`src/hw/rtl/ulfr_pkg.sv`:
```
// ----------------------------------------------------------------------------
// ulfr_pkg
// Shared constants, codes and helpers of the UART line framer.
// ----------------------------------------------------------------------------
package ulfr_pkg;

   localparam int DEFAULT_RX_DEPTH = 64;

   localparam int BYTE_W = 8;
   localparam int KIND_W = 3;
   localparam int CSR_ADDR_W = 3;
   localparam int PEND_OUT_W = 6;

   localparam logic [KIND_W-1:0] KIND_BYTE    = 3'd0;
   localparam logic [KIND_W-1:0] KIND_PROCESS = 3'd1;
   localparam logic [KIND_W-1:0] KIND_DONE    = 3'd2;
   localparam logic [KIND_W-1:0] KIND_SILENCE = 3'd3;
   localparam logic [KIND_W-1:0] KIND_SECOND  = 3'd4;

   localparam logic [CSR_ADDR_W-1:0] CSR_END_FIRST     = 3'd0;
   localparam logic [CSR_ADDR_W-1:0] CSR_END_SECOND    = 3'd1;
   localparam logic [CSR_ADDR_W-1:0] CSR_SILENCE_TICKS = 3'd2;
   localparam logic [CSR_ADDR_W-1:0] CSR_HOLD_SECONDS  = 3'd3;

   localparam logic [BYTE_W-1:0] RST_END_FIRST     = 8'd13;
   localparam logic [BYTE_W-1:0] RST_END_SECOND    = 8'd10;
   localparam logic [BYTE_W-1:0] RST_SILENCE_TICKS = 8'd2;
   localparam logic [BYTE_W-1:0] RST_HOLD_SECONDS  = 8'd5;

   localparam logic [BYTE_W-1:0] PRINT_LOW  = 8'h20;
   localparam logic [BYTE_W-1:0] START_MARK = 8'h01;
   localparam logic [BYTE_W-1:0] PRINT_HIGH = 8'h7F;

   function automatic logic is_junk(input logic [BYTE_W-1:0] b);
      return ((b < PRINT_LOW) && (b != START_MARK)) || (b > PRINT_HIGH);
   endfunction

endpackage

```
`src/hw/rtl/uart_line_framer_ring.sv`:
```
// ----------------------------------------------------------------------------
// uart_line_framer_ring
// Receive ring for UART bytes with a terminator-pair line framer and hold timer.
// ----------------------------------------------------------------------------
// Byte, done, silence and second words, and process words while held, give
// one result word. Else a process word skips leading junk byte by byte, scans
// the pending bytes for the terminator pair, then emits the line byte by byte
// (or one unframed word if none); all steps are set by the single read port
// of the ring RAM. One word is in work at a time. Synchronous reset clears
// pointers, counters and the held flag and restores register defaults; the RAM is not cleared.
module uart_line_framer_ring
   import ulfr_pkg::*;
#(
   parameter int RX_DEPTH = DEFAULT_RX_DEPTH
) (
   input  logic                  clock,
   input  logic                  reset,
   input  logic                  req_tvalid,
   output logic                  req_tready,
   input  logic [7:0]            req_tdata,  // rx_byte[7:0]
   input  logic [2:0]            req_tuser,  // kind[2:0]
   output logic                  rsp_tvalid,
   input  logic                  rsp_tready,
   output logic [15:0]           rsp_tdata,  // cmd_byte[7:0], command_held[8],
                                             // pending_count[14:9], dropped[15]
   output logic [1:0]            rsp_tuser,  // cmd_valid[0], framed[1]
   output logic                  rsp_tlast,
   input  logic                  csr_we,
   input  logic [CSR_ADDR_W-1:0] csr_addr,
   input  logic [BYTE_W-1:0]     csr_wdata
);

   localparam int IW = $clog2(RX_DEPTH);

   localparam logic [2:0] ST_IDLE      = 3'd0;
   localparam logic [2:0] ST_SKIP_RD   = 3'd1;
   localparam logic [2:0] ST_SKIP_CHK  = 3'd2;
   localparam logic [2:0] ST_SCAN      = 3'd3;
   localparam logic [2:0] ST_EMIT_RD   = 3'd4;
   localparam logic [2:0] ST_EMIT_WAIT = 3'd5;
   localparam logic [2:0] ST_FINAL     = 3'd6;

   function automatic logic [IW-1:0] inc_idx(input logic [IW-1:0] i);
      return (i == IW'(RX_DEPTH - 1)) ? '0 : i + 1'b1;
   endfunction

   logic [2:0]        state_ff, state_in;
   logic [IW-1:0]     rd_idx_ff, rd_idx_in;
   logic [IW-1:0]     wr_idx_ff, wr_idx_in;
   logic [IW-1:0]     pend_ff, pend_in;
   logic              held_ff, held_in;
   logic [BYTE_W-1:0] hold_ff, hold_in;
   logic [BYTE_W-1:0] sil_ff, sil_in;
   logic [BYTE_W-1:0] end_first_ff, end_second_ff, sil_ticks_ff, hold_secs_ff;

   logic [IW-1:0]     scan_ptr_ff, scan_ptr_in;
   logic [IW-1:0]     scan_cnt_ff, scan_cnt_in;
   logic [IW-1:0]     chk_j_ff, chk_j_in;
   logic              chk_valid_ff, chk_valid_in;
   logic [BYTE_W-1:0] prev_ff, prev_in;
   logic              framed_ff, framed_in;

   logic              rsp_valid_ff, rsp_valid_in;
   logic [15:0]       rsp_data_ff, rsp_data_in;
   logic [1:0]        rsp_user_ff, rsp_user_in;
   logic              rsp_last_ff, rsp_last_in;

   logic              ram_we, ram_re;
   logic [IW-1:0]     ram_raddr;
   logic [BYTE_W-1:0] ram_rdata;

   logic              out_free, req_fire, not_full;
   logic              res_load, res_cv, res_framed, res_last, res_drop;
   logic [BYTE_W-1:0] res_byte;
   logic              found;

   assign out_free   = !rsp_valid_ff || rsp_tready;
   assign req_tready = (state_ff == ST_IDLE) && out_free;
   assign req_fire   = req_tvalid && req_tready;
   assign not_full   = pend_ff < IW'(RX_DEPTH - 2);
   assign ram_we     = req_fire && (req_tuser == KIND_BYTE) && not_full;

   ulfr_ram #(
      .WIDTH(BYTE_W),
      .DEPTH(RX_DEPTH)
   ) u_ring (
      .clock  (clock),
      .wr_en  (ram_we),
      .wr_addr(wr_idx_ff),
      .wr_data(req_tdata),
      .rd_en  (ram_re),
      .rd_addr(ram_raddr),
      .rd_data(ram_rdata)
   );

   always_comb begin
      state_in     = state_ff;
      rd_idx_in    = rd_idx_ff;
      wr_idx_in    = wr_idx_ff;
      pend_in      = pend_ff;
      held_in      = held_ff;
      hold_in      = hold_ff;
      sil_in       = sil_ff;
      scan_ptr_in  = scan_ptr_ff;
      scan_cnt_in  = scan_cnt_ff;
      chk_j_in     = chk_j_ff;
      chk_valid_in = chk_valid_ff;
      prev_in      = prev_ff;
      framed_in    = framed_ff;
      ram_re       = 1'b0;
      ram_raddr    = scan_ptr_ff;
      res_load     = 1'b0;
      res_byte     = '0;
      res_cv       = 1'b0;
      res_framed   = 1'b0;
      res_last     = 1'b1;
      res_drop     = 1'b0;
      found        = 1'b0;

      unique case (state_ff)
         ST_IDLE: begin
            if (req_fire) begin
               res_load = 1'b1;
               unique case (req_tuser)
                  KIND_BYTE: begin
                     if (not_full) begin
                        wr_idx_in = inc_idx(wr_idx_ff);
                        pend_in   = pend_ff + 1'b1;
                     end else begin
                        res_drop = 1'b1;
                     end
                     sil_in = sil_ticks_ff;
                  end
                  KIND_PROCESS: begin
                     if (!held_ff) begin
                        res_load = 1'b0;
                        state_in = ST_SKIP_RD;
                     end
                  end
                  KIND_DONE: begin
                     held_in = 1'b0;
                     hold_in = '0;
                  end
                  KIND_SILENCE: begin
                     if (sil_ff != '0) begin
                        sil_in = sil_ff - 1'b1;
                        if (sil_ff == 8'd1) begin
                           wr_idx_in = rd_idx_ff;
                           pend_in   = '0;
                        end
                     end
                  end
                  KIND_SECOND: begin
                     if (hold_ff != '0) begin
                        hold_in = hold_ff - 1'b1;
                        if (hold_ff == 8'd1) begin
                           held_in = 1'b0;
                        end
                     end
                  end
                  default: begin
                  end
               endcase
            end
         end
         ST_SKIP_RD: begin
            if (pend_ff == '0) begin
               scan_ptr_in  = rd_idx_ff;
               scan_cnt_in  = '0;
               chk_valid_in = 1'b0;
               state_in     = ST_SCAN;
            end else begin
               ram_re    = 1'b1;
               ram_raddr = rd_idx_ff;
               state_in  = ST_SKIP_CHK;
            end
         end
         ST_SKIP_CHK: begin
            if (is_junk(ram_rdata)) begin
               rd_idx_in = inc_idx(rd_idx_ff);
               pend_in   = pend_ff - 1'b1;
               state_in  = ST_SKIP_RD;
            end else begin
               scan_ptr_in  = rd_idx_ff;
               scan_cnt_in  = '0;
               chk_valid_in = 1'b0;
               state_in     = ST_SCAN;
            end
         end
         ST_SCAN: begin
            if (chk_valid_ff) begin
               found = (chk_j_ff != '0) && (prev_ff == end_first_ff)
                       && (ram_rdata == end_second_ff);
               prev_in = ram_rdata;
            end
            if (found) begin
               // The scan pointer already sits one past the terminator.
               rd_idx_in    = scan_ptr_ff;
               scan_ptr_in  = rd_idx_ff;
               pend_in      = pend_ff - chk_j_ff - 1'b1;
               scan_cnt_in  = chk_j_ff - 1'b1;
               held_in      = 1'b1;
               hold_in      = hold_secs_ff;
               chk_valid_in = 1'b0;
               framed_in    = 1'b1;
               state_in     = (chk_j_ff == IW'(1)) ? ST_FINAL : ST_EMIT_RD;
            end else if (!chk_valid_ff && (scan_cnt_ff == pend_ff)) begin
               framed_in = 1'b0;
               state_in  = ST_FINAL;
            end else if (scan_cnt_ff != pend_ff) begin
               ram_re       = 1'b1;
               ram_raddr    = scan_ptr_ff;
               scan_ptr_in  = inc_idx(scan_ptr_ff);
               scan_cnt_in  = scan_cnt_ff + 1'b1;
               chk_j_in     = scan_cnt_ff;
               chk_valid_in = 1'b1;
            end else begin
               chk_valid_in = 1'b0;
            end
         end
         ST_EMIT_RD: begin
            ram_re    = 1'b1;
            ram_raddr = scan_ptr_ff;
            state_in  = ST_EMIT_WAIT;
         end
         ST_EMIT_WAIT: begin
            if (out_free) begin
               res_load    = 1'b1;
               res_byte    = ram_rdata;
               res_cv      = 1'b1;
               res_framed  = 1'b1;
               res_last    = (scan_cnt_ff == IW'(1));
               scan_ptr_in = inc_idx(scan_ptr_ff);
               scan_cnt_in = scan_cnt_ff - 1'b1;
               state_in    = (scan_cnt_ff == IW'(1)) ? ST_IDLE : ST_EMIT_RD;
            end
         end
         ST_FINAL: begin
            if (out_free) begin
               res_load   = 1'b1;
               res_framed = framed_ff;
               state_in   = ST_IDLE;
            end
         end
         default: begin
            state_in = ST_IDLE;
         end
      endcase

      rsp_valid_in = rsp_valid_ff && !rsp_tready;
      rsp_data_in  = rsp_data_ff;
      rsp_user_in  = rsp_user_ff;
      rsp_last_in  = rsp_last_ff;
      if (res_load) begin
         rsp_valid_in = 1'b1;
         rsp_data_in  = {res_drop, PEND_OUT_W'(pend_in), held_in, res_byte};
         rsp_user_in  = {res_framed, res_cv};
         rsp_last_in  = res_last;
      end
   end

   always_ff @(posedge clock) begin
      if (reset) begin
         state_ff      <= ST_IDLE;
         rd_idx_ff     <= '0;
         wr_idx_ff     <= '0;
         pend_ff       <= '0;
         held_ff       <= 1'b0;
         hold_ff       <= '0;
         sil_ff        <= '0;
         chk_valid_ff  <= 1'b0;
         rsp_valid_ff  <= 1'b0;
         end_first_ff  <= RST_END_FIRST;
         end_second_ff <= RST_END_SECOND;
         sil_ticks_ff  <= RST_SILENCE_TICKS;
         hold_secs_ff  <= RST_HOLD_SECONDS;
      end else begin
         state_ff     <= state_in;
         rd_idx_ff    <= rd_idx_in;
         wr_idx_ff    <= wr_idx_in;
         pend_ff      <= pend_in;
         held_ff      <= held_in;
         hold_ff      <= hold_in;
         sil_ff       <= sil_in;
         chk_valid_ff <= chk_valid_in;
         rsp_valid_ff <= rsp_valid_in;
         if (csr_we) begin
            unique case (csr_addr)
               CSR_END_FIRST:     end_first_ff  <= csr_wdata;
               CSR_END_SECOND:    end_second_ff <= csr_wdata;
               CSR_SILENCE_TICKS: sil_ticks_ff  <= csr_wdata;
               CSR_HOLD_SECONDS:  hold_secs_ff  <= csr_wdata;
               default: begin
               end
            endcase
         end
      end
   end

   always_ff @(posedge clock) begin
      scan_ptr_ff <= scan_ptr_in;
      scan_cnt_ff <= scan_cnt_in;
      chk_j_ff    <= chk_j_in;
      prev_ff     <= prev_in;
      framed_ff   <= framed_in;
      rsp_data_ff <= rsp_data_in;
      rsp_user_ff <= rsp_user_in;
      rsp_last_ff <= rsp_last_in;
   end

   assign rsp_tvalid = rsp_valid_ff;
   assign rsp_tdata  = rsp_data_ff;
   assign rsp_tuser  = rsp_user_ff;
   assign rsp_tlast  = rsp_last_ff;

   a_pend_bound: assert property (@(posedge clock) disable iff (reset)
      pend_ff <= IW'(RX_DEPTH - 2))
      else $error("pending count exceeds ring capacity");

   a_line_byte_held: assert property (@(posedge clock) disable iff (reset)
      (rsp_valid_ff && rsp_user_ff[0]) |-> (rsp_user_ff[1] && rsp_data_ff[8]))
      else $error("line byte shown without framed and held");

   a_emit_after_frame: assert property (@(posedge clock) disable iff (reset)
      (state_ff == ST_SCAN && state_in == ST_EMIT_RD) |=> held_ff)
      else $error("line emission started without a held command");

   a_no_read_when_idle: assert property (@(posedge clock) disable iff (reset)
      (state_ff == ST_IDLE) |-> !ram_re)
      else $error("ring read issued while idle");

endmodule

```
`src/hw/rtl/ulfr_ram.sv`:
```
// ----------------------------------------------------------------------------
// ulfr_ram
// Generic single-write, single-read RAM with a registered read port.
// ----------------------------------------------------------------------------
module ulfr_ram #(
   parameter int WIDTH = 8,
   parameter int DEPTH = 64
) (
   input  logic                     clock,
   input  logic                     wr_en,
   input  logic [$clog2(DEPTH)-1:0] wr_addr,
   input  logic [WIDTH-1:0]         wr_data,
   input  logic                     rd_en,
   input  logic [$clog2(DEPTH)-1:0] rd_addr,
   output logic [WIDTH-1:0]         rd_data
);

   logic [WIDTH-1:0] mem [DEPTH];

   always_ff @(posedge clock) begin
      if (wr_en) begin
         mem[wr_addr] <= wr_data;
      end
      if (rd_en) begin
         rd_data <= mem[rd_addr];
      end
   end

endmodule
```
`config.mk`:
```
export PLATFORM = sky130hd
export DESIGN_NAME = uart_line_framer_ring
export DESIGN_NICKNAME = d
export VERILOG_FILES = /design/src/hw/rtl/ulfr_pkg.sv /design/src/hw/rtl/uart_line_framer_ring.sv /design/src/hw/rtl/ulfr_ram.sv
export SDC_FILE = /design/constraint.sdc
export NUM_CORES = 1
export LEC_CHECK = 0
export ABC_AREA = 1
export ABC_CLOCK_PERIOD_IN_PS = 3260
export BUFFER_PORTS_ARGS = -buffer_cell sky130_fd_sc_hd__buf_4
export CAP_MARGIN = 20
export CORE_UTILIZATION = 52
export DETAILED_ROUTE_END_ITERATION = 10
export PLACE_DENSITY = 0.79
export SLEW_MARGIN = 20
export SYNTH_ARGS = -nofsm -noshare
export SYNTH_HDL_FRONTEND = slang
export SYNTH_HIERARCHICAL = 1
export SYNTH_SLANG_ARGS = --single-unit
export TNS_END_PERCENT = 100
```
`constraint.sdc`:
```
create_clock -name clock -period 3.26 [get_ports clock]
set_input_delay 0.326 -clock clock [delete_from_list [all_inputs] [get_ports clock]]
set_output_delay 0.326 -clock clock [all_outputs]
set_load 0.05 [all_outputs]
```
## After elaboration in Yosys (flattened, before gate mapping)

Memories as Yosys holds them, arrays and structs flattened. A register that Yosys moved wholly into a read port is not among the register bits.
Index checks and enable logic that the tools add are counted.

| word-level totals | value |
|---|---|
| word-level logic and storage cells | 211 |
| bits in writable memories | 512 |
| bits in registers | 118 |
| output and inout bits | 21 |
| memories kept | 1 |
| bits of input ports | 27 |

| operators by class | value |
|---|---|
| reductions and logical operators | 44 |
| mux-type cells | 83 |
| add/subtract/negate cells | 12 |
| bitwise gates (word level) | 2 |
| eq/ne operators | 42 |
| order comparisons | 3 |

Memories:

| name | words | width | read ports | clocked after memory_dff | wr ports | RTL line | source |
|---|---|---|---|---|---|---|---|
| u_ring.mem | 64 | 8 | 1 | 1 | 1 | ulfr_ram.sv:18 | `logic [WIDTH-1:0] mem [DEPTH];` |

Operators with widths:

| kind | count |
|---|---|
| $mux 6 | 28 |
| $pmux 6 s4 | 2 |
| $pmux 8 s2 | 3 |
| $pmux 6 s2 | 3 |
| $mux 8 | 4 |
| $add 6x1->6 const B | 5 |
| $mux 1 | 25 |
| $mux 3 | 8 |
| $sub 6x1->6 const B | 4 |
| $ne 2x2->1 const B | 11 |
| $pmux 3 s7 | 1 |
| $eq 3x2->1 const B | 6 |
| $eq 6x6->1 const B | 3 |
| $pmux 6 s3 | 1 |
| $reduce_and 6->1 | 3 |
| $eq 8x1->1 const B | 2 |
| $eq 8x8->1 | 2 |
| $reduce_bool 8->1 | 2 |
| $sub 8x1->8 const B | 2 |
| $reduce_and 2->1 | 7 |
| $eq 3x3->1 const B | 4 |
| $eq 6x1->1 const B | 2 |
| $ne 3x3->1 const B | 4 |
| $reduce_and 4->1 | 3 |
| other kinds (26) | 51 |

## Longest topological paths before layout

| depth | value |
|---|---|
| depth in word-level cells | 8 |
| gate-level depth with buffers | 20 |
| gate-level depth less buffers | 17 |

## By module

The synthesis kept the hierarchy.

By module, submodules not included:

| module | times used | area an instance (um^2) | sequential area each (um^2) | cells an instance |
|---|---|---|---|---|
| ulfr_ram | 1 | 21371.7 | 15615.0 | 1822 |
| uart_line_framer_ring | 1 | 7098.1 | 2822.7 | 982 |

## Least setup slack after synthesis

OpenSTA, ideal clock, no wires.

| timing path | value |
|---|---|
| path type | register to register |
| from | reg rsp_valid_ff (netlist: rsp_tvalid) |
| to | reg rsp_data_ff[0] (netlist: rsp_tdata[0]) (enable) |
| cell stages (with the launch flop) | 6 |
| period minus slack after synthesis | 2982 ps |
| path buffers | 0 |
| path slack | 278 ps |
| required time | 2837 ps |
| arrival | 2559 ps |
| setup time | 423 ps |
| cells stage by stage | dfxtp_1 > inv_1 > nor2_1 > nor2_4 > nand2_4 > o21ai_0 |

| on the way | value |
|---|---|
| longest elaborated chain between the ends | 6 |
| elaborated cells between the ends (all ways) | 7 |
| classes of those cells | mux (3); reduce/logical (4) |

RTL lines:

| element | RTL line | source |
|---|---|---|
| start: declaration | uart_line_framer_ring.sv:63 | `logic rsp_valid_ff, rsp_valid_in;` |
| start signal: assignment | uart_line_framer_ring.sv:286 | `rsp_valid_ff <= rsp_valid_in;` |
| $logic_not 1->1 | uart_line_framer_ring.sv:77 | `assign out_free = !rsp_valid_ff \|\| rsp_tready;` |
| $logic_or 1x1->1 | uart_line_framer_ring.sv:77 |  |
| $logic_and 1x1->1 | uart_line_framer_ring.sv:78 | `assign req_tready = (state_ff == ST_IDLE) && out_free;` |
| net req_tready | uart_line_framer_ring.sv:19 | `output logic req_tready,` |
| $logic_and 1x1->1 | uart_line_framer_ring.sv:79 | `assign req_fire = req_tvalid && req_tready;` |
| $mux 1 | uart_line_framer_ring.sv:122 | `if (req_fire) begin` |
| $pmux 1 s2 | uart_line_framer_ring.sv:120 | `unique case (state_ff)` |
| net res_load | uart_line_framer_ring.sv:73 | `logic res_load, res_cv, res_framed, res_last, res_drop;` |
| end signal: assignment | uart_line_framer_ring.sv:306 | `rsp_data_ff <= rsp_data_in;` |
| end: declaration | uart_line_framer_ring.sv:64 | `logic [15:0] rsp_data_ff, rsp_data_in;` |

The timed path passes the listed nets, and every way through them passes these cells.
A chain may end at the register's enable or synchronous reset.

## Worst setup path after layout

| timing path | value |
|---|---|
| from | reg pend_ff[1] |
| to | reg u_ring.rd_data[7], read port of u_ring.mem, data pin |

| on the way | value |
|---|---|
| elaborated cells between the ends (all ways) | 11 |
| classes of those cells | eq/ne (2); mux (7); reduce/logical (2) |

RTL lines:

| element | RTL line | source |
|---|---|---|
| start: declaration | uart_line_framer_ring.sv:50 | `logic [IW-1:0] pend_ff, pend_in;` |
| start signal: assignment | uart_line_framer_ring.sv:281 | `pend_ff <= pend_in;` |
| $logic_not 6->1 | uart_line_framer_ring.sv:167 | `if (pend_ff == '0) begin` |
| $mux 6 | uart_line_framer_ring.sv:167 |  |
| $mux 6 | - |  |
| net ram_raddr[2] | uart_line_framer_ring.sv:69 | `logic [IW-1:0] ram_raddr;` |
| end: declaration | ulfr_ram.sv:15 | `output logic [WIDTH-1:0] rd_data` |

The timed path passes the listed nets, and every way through them passes these cells.

==> impl_metrics.csv <==
group,metric,value,unit
drt,drtAntennaViolNets,0,
outcome,outcome,"complete, no violations",
finish,fillCellCount,4244,
setup_path,cp.buffers_inverters,5,
setup_path,path_common_cell,"nand3_1",
die,rows,85,
logic_synthesis,synth_compound_area_share,3.718,%
logic_synthesis,synthMuxAreaShare,0,%
die,die_y,236.0,um
global_route,antenna_found_initial,0,
global_route,grt_pass1_vias,20530,
clock_tree,clkTransAtPathRegs,60,ps
clock_tree,cts-htree-levels,3,
timing,skew,24.65,ps
logic_synthesis,syn-mean-instance-area,10.15,um2
drt,wl_per_cell,20.15,um
place,place_congestion,0.9212,
drt,dr_total_vias,21220,
drt,drt_first_pass_iters,6,
die,start_util,52.80,%
setup_path,rr_endpoint,"u_ring/rd_data[7]$_DFFE_PP_",
clock_tree,cts_tree,"done",
power,power.leakage,12.44,nW
logic_synthesis,synth_area,28470,um2
setup_path,cp_top_family,"simple AND/OR/NAND/NOR gates",
finish,final_area,32270,um2
logic_synthesis,ys_ff_latch,638,
place,pre_cts_ws,1.038,ps
timing,setup_ws,156.8,ps
logic_synthesis,synth_top_area_cell,"edfxtp_1",
power,netSwitchingFraction,41.15,%
power,p_comb_share,41.4,%
die,dieWidth,236.0,um
power,power_frac_seq,33.3,%
finish,fin_cells,3666,
place,dpl_cell_area,29900,um2
setup_path,cp.required,3740,ps
timing,fin_crit,3103,ps
logic_synthesis,synth_xor_area_share,1.046,%
logic_synthesis,synth-edff-count,566,
finish,fin_nets,2970,
power,clockPowerShare,25.3,%
logic_synthesis,syn-instance-count,2804,
setup_path,path_class,"flop to flop",
power,vdd_drop_max,598.0,uV
timing,rsz0062_at_grt,"false",
drt,routed_wl,73.86,mm
worst_hold_path,min-delay-start,"csr_wdata[4]",
logic_synthesis,ys_async_sr_fraction,0,%
logic_synthesis,synth_ff_type,"edfxtp_1",
timing,drv_slew,0,
setup_path,slowest_stage,"buf_4",
clock_tree,clock_path_buffers,3,
timing,worst_pin_slew,1044,ps
setup_path,setup.worst_path.end_class,"flop",
setup_path,worst_setup_path_start_kind,"flop",
setup_path,crit_fanout,48,
setup_path,r2r.worst_path.cells,16,
place,dp_cells,3530,
timing,fin_tns_setup,0,ps
timing,period_share,95.19,%
logic_synthesis,synth_top_family_by_area,"simple AND/OR/NAND/NOR gates",
global_route,grt_overflow,0,
finish,areaGrowthSynthToFinish,13.36,%
logic_synthesis,ys.warnings.count,6,
timing,setup_violations,0,
global_route,grt_max_degree,89,
job,maxCapViolations,0,
place,dp_hpwl,43.88,mm
logic_synthesis,synth.top_cell.area_share,59.70,%
drt,drt_iter0_drc,2385,
logic_synthesis,synth_common_cells,"899 x nand2_1, 566 x edfxtp_1, 477 x nand3_1",
finish,final_layout_size_suffix_gt1_share,10.57,%
place,port_buffers,47,
logic_synthesis,yosysUniqueCellTypes,51,
die,die_area,55690,um2
logic_synthesis,synthTopCellsByArea,"edfxtp_1 60%, nand2_1 12%, nand3_1 8.4%, dfxtp_1 5.1%, nor2_1 2.5%",
clock_tree,cts_buffers,67,
power,p_int,17.38,mW
die,core_area,53920,um2
worst_hold_path,min_to,"hold_secs_ff[4]$_SDFFE_PP0P_",
logic_synthesis,synth_fa_ha_area_share,1.037,%
timing,finalHoldViolCount,0,
logic_synthesis,syn-num-nets,2854,
setup_path,path_cells,"inv_1, ha_1, inv_1, nor3_2, nand3_1, nand2_4, buf_4, o21ai_4, inv_2, buf_4, nand3_1, nand2_1, nand2_1, nand3_1, nand3_1, nand2_1",
power,pwr_density_cell,915.2,nW/um2
drt,drc,0,
power,p_sw,12.16,mW
logic_synthesis,ys_seq_area_share,64.76,%
setup_path,worstPathArrival,3580,ps
setup_path,worstReg2RegStart,"pend_ff[1]$_SDFF_PP0_",
setup_path,slowest_delay,500,ps
timing,hold_ws,18.64,ps
logic_synthesis,yosys.area_share.simple,24.42,%
drt,vias_per_cell,5.788,
global_route,grtUsageTotal,26.00,%
worst_hold_path,hold_depth,3,
timing,max_slew_margin,30.34,%
clock_tree,clock_latency,630,ps
worst_hold_path,hold_path.class,"primary input to flop",
die,pin_count,48,
finish,antennaDiodeCount,0,
logic_synthesis,synth.most_common_cell,"nand2_1",
global_route,grt_pass1_wl,112.6,mm
clock_tree,clockRootBuffer,"clkbuf_16",
setup_path,reg2reg_slack,160,ps
timing,fmax,322.2,MHz
clock_tree,clock_sinks,638,
-- cell usage in the layout, fill, tap and decap left out, types with 7 or more instances in the layout --
master / synthesis / final
nor2_1: 191 / 191
nand3b_1: 7 / 7
o211ai_1: 9 / 9
dlygate4sd3_1: 0 / 7
inv_2: 8 / 8
nor3_1: 21 / 20
buf_4: 10 / 152
a21oi_1: 63 / 63
inv_1: 148 / 147
clkbuf_1: 19 / 20
edfxtp_1: 566 / 566
xor2_1: 19 / 19
clkbuf_16: 0 / 72
dfxtp_1: 72 / 72
xnor2_1: 15 / 15
o22ai_1: 10 / 10
nor2_2: 7 / 7
buf_12: 0 / 9
nand3_1: 477 / 477
nand2_1: 899 / 898
o21ai_0: 68 / 62
o21ai_2: 4 / 7
ha_1: 22 / 22
clkinv_1: 2 / 10
clkinv_2: 2 / 11
o21ai_1: 6 / 7
nand4_1: 17 / 17
-- registers in the layout, summed over array words and instances, names as in the netlist, 3 cells and up --
register        cells
chk_j_ff            6
rsp_tdata          16
sil_ff              8
state_ff            3
rd_idx_ff           6
scan_ptr_ff         6
end_second_ff       8
u_ring/mem        512
sil_ticks_ff        8
hold_secs_ff        8
pend_ff             6
prev_ff             8
u_ring/rd_data      8
end_first_ff        8
hold_ff             8
scan_cnt_ff         6
wr_idx_ff           6
-- layer usage --
metal  vias up  track usage (%)  routed length [um]  part of all wire, %
li1       9820                -                   -                    -
met1     10110            32.91               28430                   38
met2      1103            44.10               36220                   49
met3       191            4.810                6521                  8.8
met4         0            10.52                2682                  3.6
met5         -                0                   0                    0
-- cell type report --
| class | count | area (um2) | area share [%] |
|---|---|---|---|
| clock buffers | 89 | 1790 | 5.548 |
| clock inverters | 30 | 344.1 | 1.066 |
| inverters | 161 | 613.1 | 1.900 |
| multi-input cells | 1876 | 8666 | 26.85 |
| flip-flops and latches | 638 | 18440 | 57.13 |
| well taps | 696 | 870.8 | 2.698 |
| repair buffers | 176 | 1553 | 4.811 |
-- logic make-up (layout without fill, tap and decap cells) --
logic type / count (synthesis) / after routing
XOR/XNOR: 34 / 34
AO/OA/AOI/OAI: 183 / 184
buffers and inverters: 291 / 456
adder cells (fa/ha/maj): 23 / 23
flip-flops: 638 / 638
AND/OR/NAND/NOR: 1635 / 1635
-- tightest hold or removal path: cells and delay by family --
family | cells | cell delay, ps
AND/OR/NAND/NOR | 2 | 130
buffers and inverters | 1 | 130
-- worst max-delay path by stage --
stage	start	end	cells after the start
2_1_floorplan	rsp_tvalid$_SDFF_PP0_	rsp_tdata[0]$_SDFFCE_PN0P_	5
3_3_place_gp	pend_ff[0]$_SDFF_PP0_	u_ring/rd_data[6]$_DFFE_PP_	18
3_5_place_dp	pend_ff[1]$_SDFF_PP0_	u_ring/rd_data[6]$_DFFE_PP_	18
4_1_cts	pend_ff[1]$_SDFF_PP0_	u_ring/rd_data[6]$_DFFE_PP_	18
5_1_grt	state_ff[0]$_SDFFE_PP0P_	u_ring/rd_data[2]$_DFFE_PP_	16
6_report	pend_ff[1]$_SDFF_PP0_	u_ring/rd_data[7]$_DFFE_PP_	16
-- repair_timing --
item,CTS,global route
hold endpoints to repair,12,0
resized for setup,0,7
setup buffers,0,5
hold buffers,7,0
setup endpoints to repair,0,8
-- through the flow --
step	power [mW]	util, %
after detailed placement	21.45	55.46
after CTS	28.93	59.55
after global routing	31.02	59.86
final	29.54	59.86
after global placement	21.22	55.46
after floorplan	18.27	-
-- power groups by stage --
stage	sequential (mW)	combinational [mW]	clock, mW
after floorplan	10.0	8.22	0
after global placement	9.99	11.2	0
after detailed placement	10.0	11.5	0
after CTS	9.83	11.5	7.56
after global routing	9.87	13.3	7.85
final	9.85	12.2	7.47
Power figures use the tool's default switching activity.
